## src/rtl/core/stunmp_pkg.sv

```systemverilog
`default_nettype none
package stunmp_pkg;

  localparam int unsigned MAX_RES   = 3;
  localparam int unsigned RES_DEPTH = 6;
  localparam int unsigned RES_CNT_W = $clog2(RES_DEPTH + 1);
  localparam int unsigned RES_IDX_W = $clog2(RES_DEPTH);
  localparam int unsigned STEP_CNT_W = $clog2(MAX_RES + 1);

  // result kinds
  localparam logic [2:0] KIND_TID      = 3'd0;
  localparam logic [2:0] KIND_HEADER   = 3'd1;
  localparam logic [2:0] KIND_VALUE    = 3'd2;
  localparam logic [2:0] KIND_ATTR_END = 3'd3;
  localparam logic [2:0] KIND_MSG_END  = 3'd4;

  // message end status
  localparam logic [2:0] ST_OK        = 3'd0;
  localparam logic [2:0] ST_SHORT     = 3'd1;
  localparam logic [2:0] ST_BAD_BITS  = 3'd2;
  localparam logic [2:0] ST_BAD_COOKIE = 3'd3;
  localparam logic [2:0] ST_TRAILING  = 3'd4;

  localparam logic [7:0]  LEAD_BITS_MASK = 8'hC0;
  localparam logic [15:0] POS_MAX        = 16'hFFFF;
  localparam logic [15:0] POS_HDR_LAST   = 16'd19;
  localparam logic [15:0] POS_COOKIE_LO  = 16'd4;
  localparam logic [15:0] POS_COOKIE_HI  = 16'd7;
  localparam logic [15:0] POS_TID_LO     = 16'd8;
  localparam logic [15:0] ATTR_HDR_BYTES = 16'd4;

  localparam logic [7:0] COOKIE [4] = '{8'h21, 8'h12, 8'hA4, 8'h42};

  typedef enum logic [1:0] {
    FAULT_NONE   = 2'd0,
    FAULT_BITS   = 2'd1,
    FAULT_COOKIE = 2'd2
  } fault_t;

  typedef enum logic [2:0] {
    PH_HEADER     = 3'd0,
    PH_ATTR_HEAD  = 3'd1,
    PH_ATTR_VALUE = 3'd2,
    PH_ATTR_PAD   = 3'd3,
    PH_SKIP       = 3'd4
  } phase_t;

  typedef struct packed {
    logic [15:0] byte_position;
    logic [7:0]  first_type_byte;
    fault_t      header_fault;
    phase_t      phase;
    logic [15:0] attr_type;
    logic [15:0] attr_length;
    logic [15:0] attr_bytes_seen;
    logic [1:0]  pad_remaining;
  } parse_state_t;

  localparam parse_state_t STATE_RESET = '{
    byte_position:   16'd0,
    first_type_byte: 8'd0,
    header_fault:    FAULT_NONE,
    phase:           PH_HEADER,
    attr_type:       16'd0,
    attr_length:     16'd0,
    attr_bytes_seen: 16'd0,
    pad_remaining:   2'd0
  };

  typedef struct packed {
    logic [2:0]  kind;
    logic [7:0]  payload_byte;
    logic [11:0] method;
    logic [1:0]  msg_class;
    logic [15:0] attr_type;
    logic [15:0] attr_length;
    logic [15:0] value_offset;
    logic [2:0]  status;
    logic        last_result;
  } result_t;

  localparam result_t RESULT_ZERO = '0;

endpackage
`default_nettype wire

```

## src/rtl/core/stunmp_if.sv

```systemverilog
`default_nettype none
interface stunmp_in_if;
  logic       valid;
  logic       ready;
  logic [7:0] data_byte;
  logic       last_byte;

  modport source (output valid, output data_byte, output last_byte, input ready);
  modport sink   (input valid, input data_byte, input last_byte, output ready);
endinterface

interface stunmp_out_if;
  logic        valid;
  logic        ready;
  logic [2:0]  kind;
  logic [7:0]  payload_byte;
  logic [11:0] method;
  logic [1:0]  msg_class;
  logic [15:0] attr_type;
  logic [15:0] attr_length;
  logic [15:0] value_offset;
  logic [2:0]  status;
  logic        last_result;

  modport source (
    output valid, output kind, output payload_byte, output method, output msg_class,
    output attr_type, output attr_length, output value_offset, output status,
    output last_result, input ready
  );
  modport sink (
    input valid, input kind, input payload_byte, input method, input msg_class,
    input attr_type, input attr_length, input value_offset, input status,
    input last_result, output ready
  );
endinterface
`default_nettype wire

```

## src/rtl/core/stun_message_parser.sv

```systemverilog
`default_nettype none
// STUN message parser: one datagram byte per request on in_bus (data_byte,
// last_byte set on the final byte). Records leave on out_bus: header
// (method, class), transaction id bytes, attribute value bytes with their
// offset, an attribute-complete record per whole attribute, and a
// message-end record with the status on the last byte.
// A taken byte's records are registered into a six-entry result queue, whose
// head out_bus presents. A byte yields zero to three records, and out_bus drains
// one record per cycle from that queue while the receiver takes them, so the
// sustained rate is one byte per cycle while bytes yield at most one record each
// and otherwise is bounded by the record count.
// in_bus.ready stays high while the queue has room for three more records,
// so input keeps flowing while results wait; when the receiver stalls, the
// queue fills and ready drops until records are taken.
// rst_n (synchronous, active low) empties the queue and returns the parser
// to the start of a datagram. After the last byte the parser is at the start
// of the next datagram without a gap.
module stun_message_parser (
  input  wire logic     clk,
  input  wire logic     rst_n,
  stunmp_in_if.sink     in_bus,
  stunmp_out_if.source  out_bus
);
  import stunmp_pkg::*;

  parse_state_t              state_r;
  parse_state_t              state_nxt;
  result_t [MAX_RES-1:0]     res;
  logic [STEP_CNT_W-1:0]     res_cnt;
  logic                      room;
  logic                      accept;

  assign in_bus.ready = room;
  assign accept       = in_bus.valid && room;

  stunmp_step u_step (
    .data_byte (in_bus.data_byte),
    .last_byte (in_bus.last_byte),
    .state     (state_r),
    .state_nxt (state_nxt),
    .res       (res),
    .res_cnt   (res_cnt)
  );

  always_ff @(posedge clk) begin
    if (!rst_n) begin
      state_r <= STATE_RESET;
    end else if (accept) begin
      state_r <= state_nxt;
    end
  end

  stunmp_res_buf u_res_buf (
    .clk     (clk),
    .rst_n   (rst_n),
    .load    (accept),
    .res     (res),
    .res_cnt (res_cnt),
    .room    (room),
    .out_bus (out_bus)
  );

endmodule
`default_nettype wire

```

## src/rtl/core/stunmp_step.sv

```systemverilog
`default_nettype none
module stunmp_step (
  input  wire logic [7:0]                              data_byte,
  input  wire logic                                    last_byte,
  input  wire stunmp_pkg::parse_state_t                state,
  output stunmp_pkg::parse_state_t                     state_nxt,
  output stunmp_pkg::result_t [stunmp_pkg::MAX_RES-1:0] res,
  output logic [stunmp_pkg::STEP_CNT_W-1:0]            res_cnt
);
  import stunmp_pkg::*;

  parse_state_t            s;
  result_t                 a0;
  result_t                 a1;
  result_t                 fin;
  logic [1:0]              na;
  logic [15:0]             pos;
  logic [15:0]             tword;
  logic [16:0]             seen_inc;
  logic [2:0]              st;
  logic [STEP_CNT_W-1:0]   cnt;

  always_comb begin
    s        = state;
    a0       = RESULT_ZERO;
    a1       = RESULT_ZERO;
    fin      = RESULT_ZERO;
    na       = 2'd0;
    pos      = state.byte_position;
    tword    = {state.first_type_byte, data_byte};
    seen_inc = {1'b0, state.attr_bytes_seen} + 17'd1;
    st       = ST_OK;

    unique case (state.phase)
      PH_HEADER: begin
        if (pos == 16'd0) begin
          s.first_type_byte = data_byte;
          if ((data_byte & LEAD_BITS_MASK) != 8'd0) s.header_fault = FAULT_BITS;
        end else if (pos == 16'd1) begin
          if (state.header_fault == FAULT_NONE) begin
            a0.kind      = KIND_HEADER;
            a0.method    = {tword[13:9], tword[7:5], tword[3:0]};
            a0.msg_class = {state.first_type_byte[0], data_byte[4]};
            na           = 2'd1;
          end
        end else if (pos >= POS_COOKIE_LO && pos <= POS_COOKIE_HI) begin
          if (state.header_fault == FAULT_NONE && data_byte != COOKIE[pos[1:0]])
            s.header_fault = FAULT_COOKIE;
        end else if (pos >= POS_TID_LO && pos <= POS_HDR_LAST) begin
          if (state.header_fault == FAULT_NONE) begin
            a0.kind         = KIND_TID;
            a0.payload_byte = data_byte;
            na              = 2'd1;
          end
        end
        if (pos == POS_HDR_LAST) begin
          s.phase           = (s.header_fault != FAULT_NONE) ? PH_SKIP : PH_ATTR_HEAD;
          s.attr_bytes_seen = 16'd0;
        end
      end
      PH_ATTR_HEAD: begin
        unique case (state.attr_bytes_seen[1:0])
          2'd0:    s.attr_type   = {data_byte, 8'd0};
          2'd1:    s.attr_type   = {state.attr_type[15:8], data_byte};
          2'd2:    s.attr_length = {data_byte, 8'd0};
          default: s.attr_length = {state.attr_length[15:8], data_byte};
        endcase
        s.attr_bytes_seen = seen_inc[15:0];
        if (seen_inc >= {1'b0, ATTR_HDR_BYTES}) begin
          s.attr_bytes_seen = 16'd0;
          if (s.attr_length == 16'd0) begin
            a0.kind        = KIND_ATTR_END;
            a0.attr_type   = s.attr_type;
            a0.attr_length = s.attr_length;
            na             = 2'd1;
            s.pad_remaining = 2'd0;
          end else begin
            s.phase = PH_ATTR_VALUE;
          end
        end
      end
      PH_ATTR_VALUE: begin
        a0.kind         = KIND_VALUE;
        a0.payload_byte = data_byte;
        a0.attr_type    = state.attr_type;
        a0.attr_length  = state.attr_length;
        a0.value_offset = state.attr_bytes_seen;
        na              = 2'd1;
        s.attr_bytes_seen = seen_inc[15:0];
        if (seen_inc >= {1'b0, state.attr_length}) begin
          a1.kind         = KIND_ATTR_END;
          a1.attr_type    = state.attr_type;
          a1.attr_length  = state.attr_length;
          na              = 2'd2;
          s.attr_bytes_seen = 16'd0;
          s.pad_remaining   = 2'd0 - state.attr_length[1:0];
          s.phase = (s.pad_remaining != 2'd0) ? PH_ATTR_PAD : PH_ATTR_HEAD;
        end
      end
      PH_ATTR_PAD: begin
        if (state.pad_remaining != 2'd0) s.pad_remaining = state.pad_remaining - 2'd1;
        if (s.pad_remaining == 2'd0) s.phase = PH_ATTR_HEAD;
      end
      default: begin
      end
    endcase

    if (pos != POS_MAX) s.byte_position = pos + 16'd1;

    cnt = STEP_CNT_W'(na);
    if (last_byte) begin
      priority if (pos < POS_HDR_LAST)          st = ST_SHORT;
      else if (s.header_fault == FAULT_BITS)    st = ST_BAD_BITS;
      else if (s.header_fault != FAULT_NONE)    st = ST_BAD_COOKIE;
      else if (s.phase == PH_ATTR_VALUE ||
               (s.phase == PH_ATTR_HEAD && s.attr_bytes_seen != 16'd0))
                                                st = ST_TRAILING;
      else                                      st = ST_OK;
      fin.kind   = KIND_MSG_END;
      fin.status = st;
      cnt        = STEP_CNT_W'(na) + STEP_CNT_W'(1);
      s          = STATE_RESET;
    end
  end

  // pack the phase records, then the end record, and flag the final one
  always_comb begin
    res[0] = a0;
    res[1] = a1;
    res[2] = RESULT_ZERO;
    unique case (na)
      2'd0:    res[0] = fin;
      2'd1:    res[1] = fin;
      default: res[2] = fin;
    endcase
    if (cnt != '0) res[cnt - STEP_CNT_W'(1)].last_result = 1'b1;
  end

  assign state_nxt = s;
  assign res_cnt   = cnt;

endmodule
`default_nettype wire

```

## src/rtl/core/stunmp_res_buf.sv

```systemverilog
`default_nettype none
module stunmp_res_buf (
  input  wire logic                                    clk,
  input  wire logic                                    rst_n,
  input  wire logic                                    load,
  input  wire stunmp_pkg::result_t [stunmp_pkg::MAX_RES-1:0] res,
  input  wire logic [stunmp_pkg::STEP_CNT_W-1:0]       res_cnt,
  output logic                                         room,
  stunmp_out_if.source                                 out_bus
);
  import stunmp_pkg::*;

  result_t [RES_DEPTH-1:0] buf_r;
  result_t [RES_DEPTH-1:0] buf_nxt;
  logic [RES_CNT_W-1:0]    cnt_r;
  logic [RES_CNT_W-1:0]    cnt_nxt;
  logic [RES_CNT_W-1:0]    base;
  logic [RES_CNT_W-1:0]    k;
  logic                    pop;

  assign pop  = out_bus.valid && out_bus.ready;
  assign room = (cnt_r <= RES_CNT_W'(RES_DEPTH - MAX_RES));
  assign base = cnt_r - RES_CNT_W'(pop);

  always_comb begin
    buf_nxt = buf_r;
    k       = '0;
    // shift out the taken head
    if (pop) begin
      for (int j = 0; j < RES_DEPTH - 1; j++) buf_nxt[j] = buf_r[j + 1];
    end
    // append new records behind what stays
    if (load) begin
      for (int j = 0; j < RES_DEPTH; j++) begin
        k = RES_CNT_W'(j) - base;
        if (RES_CNT_W'(j) >= base && k < RES_CNT_W'(res_cnt))
          buf_nxt[j] = res[k[STEP_CNT_W-1:0]];
      end
    end
    cnt_nxt = base + (load ? RES_CNT_W'(res_cnt) : RES_CNT_W'(0));
  end

  always_ff @(posedge clk) begin
    buf_r <= buf_nxt;
    if (!rst_n) begin
      cnt_r <= '0;
    end else begin
      cnt_r <= cnt_nxt;
    end
  end

  assign out_bus.valid        = (cnt_r != '0);
  assign out_bus.kind         = buf_r[0].kind;
  assign out_bus.payload_byte = buf_r[0].payload_byte;
  assign out_bus.method       = buf_r[0].method;
  assign out_bus.msg_class    = buf_r[0].msg_class;
  assign out_bus.attr_type    = buf_r[0].attr_type;
  assign out_bus.attr_length  = buf_r[0].attr_length;
  assign out_bus.value_offset = buf_r[0].value_offset;
  assign out_bus.status       = buf_r[0].status;
  assign out_bus.last_result  = buf_r[0].last_result;

endmodule
`default_nettype wire

```

## src/flat_wrapper.sv

```systemverilog
// flat-port wrapper written by rule: the top's interface ports become plain ports
module stun_message_parser_flat import stunmp_pkg::*;
  (clk, rst_n, in_bus_valid, in_bus_data_byte, in_bus_last_byte, in_bus_ready, out_bus_valid, out_bus_kind, out_bus_payload_byte, out_bus_method, out_bus_msg_class, out_bus_attr_type, out_bus_attr_length, out_bus_value_offset, out_bus_status, out_bus_last_result, out_bus_ready);
  stunmp_in_if in_bus_i ();
  stunmp_out_if out_bus_i ();
  input  wire logic clk;
  input  wire logic rst_n;
  input wire logic [$bits(in_bus_i.valid)-1:0] in_bus_valid;
  input wire logic [$bits(in_bus_i.data_byte)-1:0] in_bus_data_byte;
  input wire logic [$bits(in_bus_i.last_byte)-1:0] in_bus_last_byte;
  output wire logic [$bits(in_bus_i.ready)-1:0] in_bus_ready;
  output wire logic [$bits(out_bus_i.valid)-1:0] out_bus_valid;
  output wire logic [$bits(out_bus_i.kind)-1:0] out_bus_kind;
  output wire logic [$bits(out_bus_i.payload_byte)-1:0] out_bus_payload_byte;
  output wire logic [$bits(out_bus_i.method)-1:0] out_bus_method;
  output wire logic [$bits(out_bus_i.msg_class)-1:0] out_bus_msg_class;
  output wire logic [$bits(out_bus_i.attr_type)-1:0] out_bus_attr_type;
  output wire logic [$bits(out_bus_i.attr_length)-1:0] out_bus_attr_length;
  output wire logic [$bits(out_bus_i.value_offset)-1:0] out_bus_value_offset;
  output wire logic [$bits(out_bus_i.status)-1:0] out_bus_status;
  output wire logic [$bits(out_bus_i.last_result)-1:0] out_bus_last_result;
  input wire logic [$bits(out_bus_i.ready)-1:0] out_bus_ready;
  assign in_bus_i.valid = in_bus_valid;
  assign in_bus_i.data_byte = in_bus_data_byte;
  assign in_bus_i.last_byte = in_bus_last_byte;
  assign in_bus_ready = in_bus_i.ready;
  assign out_bus_valid = out_bus_i.valid;
  assign out_bus_kind = out_bus_i.kind;
  assign out_bus_payload_byte = out_bus_i.payload_byte;
  assign out_bus_method = out_bus_i.method;
  assign out_bus_msg_class = out_bus_i.msg_class;
  assign out_bus_attr_type = out_bus_i.attr_type;
  assign out_bus_attr_length = out_bus_i.attr_length;
  assign out_bus_value_offset = out_bus_i.value_offset;
  assign out_bus_status = out_bus_i.status;
  assign out_bus_last_result = out_bus_i.last_result;
  assign out_bus_i.ready = out_bus_ready;
  stun_message_parser u_core (.clk(clk), .rst_n(rst_n), .in_bus(in_bus_i), .out_bus(out_bus_i));
endmodule
```

## config.mk

```make
export PLATFORM = sky130hd
export DESIGN_NAME = stun_message_parser_flat
export DESIGN_NICKNAME = d
export VERILOG_FILES = /design/src/rtl/core/stunmp_pkg.sv /design/src/rtl/core/stunmp_if.sv /design/src/rtl/core/stun_message_parser.sv /design/src/rtl/core/stunmp_step.sv /design/src/rtl/core/stunmp_res_buf.sv /design/src/flat_wrapper.sv
export SDC_FILE = /design/constraint.sdc
export NUM_CORES = 1
export LEC_CHECK = 0
export ABC_CLOCK_PERIOD_IN_PS = 8350
export BUFFER_PORTS_ARGS = -buffer_cell sky130_fd_sc_hd__buf_2
export CAP_MARGIN = 20
export CORE_ASPECT_RATIO = 1.2
export CORE_MARGIN = 3
export CORE_UTILIZATION = 25
export DETAILED_ROUTE_END_ITERATION = 12
export GPL_ROUTABILITY_DRIVEN = 0
export GPL_TIMING_DRIVEN = 0
export HOLD_SLACK_MARGIN = 0.02
export PLACE_DENSITY = 0.45
export SYNTH_ARGS = -nofsm -noshare
export SYNTH_HDL_FRONTEND = slang
export SYNTH_SLANG_ARGS = --single-unit
```

## constraint.sdc

```tcl
create_clock -name clk -period 8.35 [get_ports clk]
set_input_delay 0.4175 -clock clk [delete_from_list [all_inputs] [get_ports clk]]
set_output_delay 0.4175 -clock clk [all_outputs]
set_load 0.05 [all_outputs]
```

; Word-level counts from Yosys, hierarchy flattened
; Cells that the tools add are included.
[word_totals]
regBits = 542
input_bits = 13
out_inout_bits = 79
word_cells = 262
[op_classes]
addsub = 14
magnitude_cmp = 29
n_eq_ne = 16
mux = 98
bitwise_logic = 1
n_reduce_logical = 41
[ops]
columns = operator, count
row1 = $mux 77, 14
row2 = $bmux 77 s2, 6
row3 = $mux 385, 2
row4 = $bwmux 231, 1
row5 = $mux 231, 1
row6 = $mux 32, 5
row7 = $demux 77 s2, 1
row8 = $mux 79, 1
row9 = $mux 16, 4
row10 = $pmux 16 s2, 2
row11 = $pmux 32 s2, 1
row12 = $mux 8, 7
row13 = $pmux 16 s3, 1
row14 = $mux 2, 22
row15 = $mux 14, 3
row16 = $mux 3, 13
row17 = $mux 18, 2
row18 = $logic_not 16->1, 2
row19 = $mux 25, 1
row20 = $lt 2x3->1 const B, 7
row21 = $lt 3x2->1, 6
row22 = $reduce_bool 2->1, 9
row23 = $add 16x1->17 const B, 1
row24 = $ge 17x16->1, 1
row25 = other kinds (50), 86

; Logic depth before layout (Yosys ltp)
[logic_depth]
depth_word = 30
mapped_depth = 25
mapped_depth_nobuf = 22

; Cells and area by module
; A second synthesis with hierarchy kept.
[unflattened]
cells_unflattened = 3796
area_unflattened_um2 = 33915.0
[by_module_without_submodules]
columns = module, instances, cells_per_inst, area_each_um2
row1 = stunmp_res_buf, 1, 2663, 25555.8
row2 = stunmp_step, 1, 771, 4928.5
row3 = stun_message_parser, 1, 362, 3430.8

; Worst setup path after synthesis
; OpenSTA, ideal clock, no wires.
[synth_timing]
path_kind = register to register
from = register u_core.state_r[3] (netlist name)
to = register u_core.u_res_buf.buf_r[385] (netlist name), enable pin
setup_ps = 444
arrival_ps = 5701
slack_ps = 2205
path_stages_with_launch = 18
cell_sequence = dfxtp_1 -> buf_2 -> nand2_1 -> nor4_1 -> xor2_1 -> ha_1 -> o21a_1 -> o21ai_0 -> o221ai_1 -> a211oi_1 -> nor4_1 -> ha_1 -> nand2_1 -> o21ai_0 -> inv_1 -> ha_1 -> o21ai_0 -> and3_1
[synth_via]
elab_chain_len = 13
word_cells_on_any_way = 19
[synth_rtl]
columns = element, line
row1 = start: declaration, stun_message_parser.sv:26  ; parse_state_t state_r;
row2 = start signal: assignment, stun_message_parser.sv:49  ; state_r <= state_nxt;
row3 = branches (longest 7 deep; another with $add 16x1->17), --
row4 = $pmux 2 s3 *, stunmp_step.sv:34  ; unique case (state.phase)
row5 = $add 2x1->2, stunmp_step.sv:121  ; cnt = STEP_CNT_W'(na) + STEP_CNT_W'(1);
row6 = $mux 2 *, stunmp_step.sv:111  ; if (last_byte) begin
row7 = $lt 3x2->1 *, stunmp_res_buf.sv:36  ; if (RES_CNT_W'(j) >= base && k < RES_CNT_W'(res_cnt))
row8 = $logic_and 1x1->1 *, stunmp_res_buf.sv:36
row9 = $reduce_and 2->1 (no source line) *, --
row10 = end signal: assignment, stunmp_res_buf.sv:44  ; buf_r <= buf_nxt;
row11 = end: declaration, stunmp_res_buf.sv:13  ; result_t [RES_DEPTH-1:0] buf_r;
; Mark *: on every way between the ends. The select of a mux whose other input is x is not followed.
; A chain may end at the register's enable or synchronous reset.

==> results.txt <==
Largest net degree at the start of global routing -> 53
CP Data Arrival Time -> 8.43 ns
End of the worst register-to-register path -> u_core.u_res_buf.buf_r[194]$_DFF_P_
CTS tree -> done
Post-Synth XOR/XNOR Area -> 1.078%
Final period util -> 95.06%
Crit path setup slack, layout -> 0.4122 ns
P&R area growth vs syn -> 16.76%
Fmax -> 126.0 MHz
First-pass GRT wire length -> 157700 um
Synth Net Count -> 3152
Routed wire per std cell -> 23.03 um
Number of synthesized register bits -> 542
Final setup violation count -> 0
EDFF count, synth -> 77
Synth Area in Compound Gates -> 19.07%
Met3 usage -> 2.760%
R2R Path Start -> u_core.u_res_buf.cnt_r[2]$_SDFF_PN0_
Worst Path Required -> 8.84 ns
Final HPWL DP -> 79220 um
Gate count after technology mapping -> 3095
Die W -> 300.4 um
Final nets -> 3309
Pre-CTS setup slack -> -0.6988 ns
Core ar. -> 102300 um^2
Post-Place Cell Area -> 28290 um^2
Crit path from -> u_core.u_res_buf.cnt_r[2]$_SDFF_PN0_
Worst vdd ir -> 203.5 uV
Final TNS setup -> 0 ns
Total power -> 13.83 mW
Worst Setup EP -> u_core.u_res_buf.buf_r[194]$_DFF_P_
Max-Cap Viols -> 0
CTS Buf Count -> 57
Cell area after synthesis -> 25990 um^2
Antenna violations before repair -> 5
Layout Skew -> 0.02925 ns
H-tree levels -> 2
GRT Residual Overflow -> 0
Reg clk slew, reported paths -> 0.07 ns
Reg2reg setup slack -> 0.41 ns
Die footprint -> 107900 um^2
P per Cell Area -> 455.8 nW/um^2
Final instance area -> 30350 um^2
Post-route DRC violation count -> 0
Average size of a mapped cell -> 8.399 um^2
Worst Setup End Kind -> register
Critical path class -> register to register
Fin util -> 29.66%
Worst-margin pin slew -> 1.164 ns
Worst Path Max Fanout -> 18
CTS Root Cell -> clkbuf_16
Unrepaired setup endpoints after global routing -> no
DRT antenna net count -> 0
Adder-cell share of the synthesized area -> 2.147%
Slew HR -> 22.40%
Met1 Track Usage GR -> 23.65%
Global-route usage over all layers -> 19.28%
Vias per std cell -> 5.087
Synth Area in Simple Gates -> 20.39%
Worst Reg-to-Reg Cells -> 20
Top cells by count, synth -> nand2_1 (536), dfxtp_1 (465), a31oi_1 (298), clkbuf_1 (236), nor2_1 (178)
Initial core utilization -> 25.40%
Main combinational cell family by area after synthesis -> simple AND/OR/NAND/NOR gates
Worst min-delay path category -> primary input to register
Cell taking the most area after synthesis -> dfxtp_1
WL final -> 107500 um
Ys async rst share -> 0%
Critical path launch point type -> register
Hold_buf cts -> 0
Clock sinks -> 542
Status -> finished clean
Synth area leaders -> dfxtp_1 (36%), edfxtp_1 (8.9%), nand2_1 (7.7%)
Worst-Skew Late Latency -> 0.65 ns
Register area share after synthesis -> 44.71%
Vias in the first global route -> 23.69k
# IOs -> 92
Primary FF master, synth -> dfxtp_1
Max-slew violations -> 0
Drt first pass iters -> 5
Initial DRC Count -> 1751
M2 GR Usage -> 32.47%
Die span in y -> 359.2 um
Most numerous cell in the Yosys netlist -> nand2_1
Num rows -> 128
Multiplexer share of the synthesized area -> 4.977%
PortBufs -> 83
Synth warnings -> 0
Min cycle time layout -> 7.938 ns
GRT busiest layer -> met2
Leakage -> 11.71 nW
Yosys top cell area share -> 35.81%
Clock tree buffer depth -> 3
Final hold viol count -> 0
Synth unique cells -> 76
Via count -> 23.75k
Share of cells above drive strength 1 -> 10.72%
state kept, by name (all words and copies together) (netlist names), 3 cells and up:
name / cells
u_core.u_res_buf.buf_r: 385
u_core.u_res_buf.out_bus.method: 12
u_core.u_res_buf.out_bus.value_offset: 16
u_core.u_res_buf.out_bus.payload_byte: 8
u_core.state_r: 77
u_core.u_res_buf.out_bus.attr_length: 16
u_core.u_res_buf.out_bus.status: 3
u_core.u_res_buf.cnt_r: 3
u_core.u_res_buf.out_bus.attr_type: 16
u_core.u_res_buf.out_bus.kind: 3
worst max-delay path: stages (launching register included):
cell and delay [ns]:
dfxtp_1 0.34, inv_1 0.19, nand3_1 0.22, nand2_1 0.47, clkinvlp_4 0.60, clkbuf_1 0.50, ha_1 0.35, ha_1 0.59
clkinvlp_4 0.55, ha_1 0.47, clkbuf_1 0.25, inv_1 0.16, clkbuf_1 0.67, clkbuf_2 0.46, ha_1 0.32, nand2_1 0.09
o21a_1 0.11, buf_2 0.33, buf_2 0.49, buf_2 0.44, a31oi_1 0.14
cell usage in the layout, fill, tap and decap left out, types with 77 or more instances in the layout:
master	synthesis	routed
nor2_1	178	178
o21ai_0	117	117
mux2i_1	118	118
a21oi_1	123	123
nand4_1	97	97
buf_4	81	88
buf_2	47	130
a31oi_1	298	298
edfxtp_1	77	77
dfxtp_1	465	465
clkbuf_1	236	242
nand2_1	536	536
logic make-up after synthesis:
| kind of cell | Yosys count |
|---|---|
| AND/OR/NAND/NOR | 1135 |
| multiplexers | 128 |
| XOR/XNOR | 32 |
| AO/OA/AOI/OAI | 788 |
| buffers and inverters | 426 |
| flip-flops | 542 |
| adder cells (fa/ha/maj) | 44 |
layout make-up:
class / instances / area, um^2
Antenna cell: 2 / 5.005
Buffer: 378 / 1813
Clock buffer: 75 / 1597
Clock inverter: 33 / 382.9
Fill cell: 11000 / 71990
Inverter: 46 / 180.2
Multi-Input combinational cell: 2127 / 12390
Sequential cell: 542 / 11620
Tap cell: 1365 / 1708
Timing Repair Buffer: 100 / 653.1
routing by layer:
metal	share of wire, %	wire [um]
met1	42	45070
met2	48	51240
met3	4.9	5246
met4	5.5	5964
met5	0	0
how the worst min path moves through the flow:
stage	slack, ns	cells after the start	end	from
6_report	0.41	3	u_core.state_r[64]$_SDFFE_PN0P_	rst_n
5_1_grt	0.40	2	u_core.u_res_buf.buf_r[451]$_DFFE_PP_	in_bus_data_byte[0]
4_1_cts	0.38	3	u_core.state_r[64]$_SDFFE_PN0P_	rst_n
3_5_place_dp	0.46	2	u_core.u_res_buf.buf_r[121]$_DFF_P_	u_core.u_res_buf.buf_r[198]$_DFF_P_
3_3_place_gp	0.46	2	u_core.u_res_buf.buf_r[126]$_DFF_P_	u_core.u_res_buf.buf_r[203]$_DFF_P_
2_1_floorplan	0.44	2	u_core.u_res_buf.buf_r[306]$_DFF_P_	u_core.u_res_buf.buf_r[383]$_DFF_P_
what timing repair did:
| action | CTS | global route |
|---|---|---|
| gates resized for setup | 2 | 4 |
| buffers inserted | 7 | 0 |
| gates cloned | 0 | 0 |
| setup endpoints to repair | 214 | 23 |
per-stage QoR:
step           cells  hold WS, ns
2_1_floorplan   3095       0.4441
3_3_place_gp    4543       0.4588
3_5_place_dp    4551       0.4597
4_1_cts         4664       0.3770
5_1_grt         4667       0.4043
6_report        4668       0.4138
power by group:
| group | switching, mW | internal [mW] | total [mW] |
|---|---|---|---|
| combinational | 4.73 | 2.10 | 6.83 |
| sequential | 0.523 | 3.74 | 4.26 |
| clock | 1.15 | 1.59 | 2.75 |
| total | 6.41 | 7.43 | 13.8 |
(Power assumes the default switching activity.)
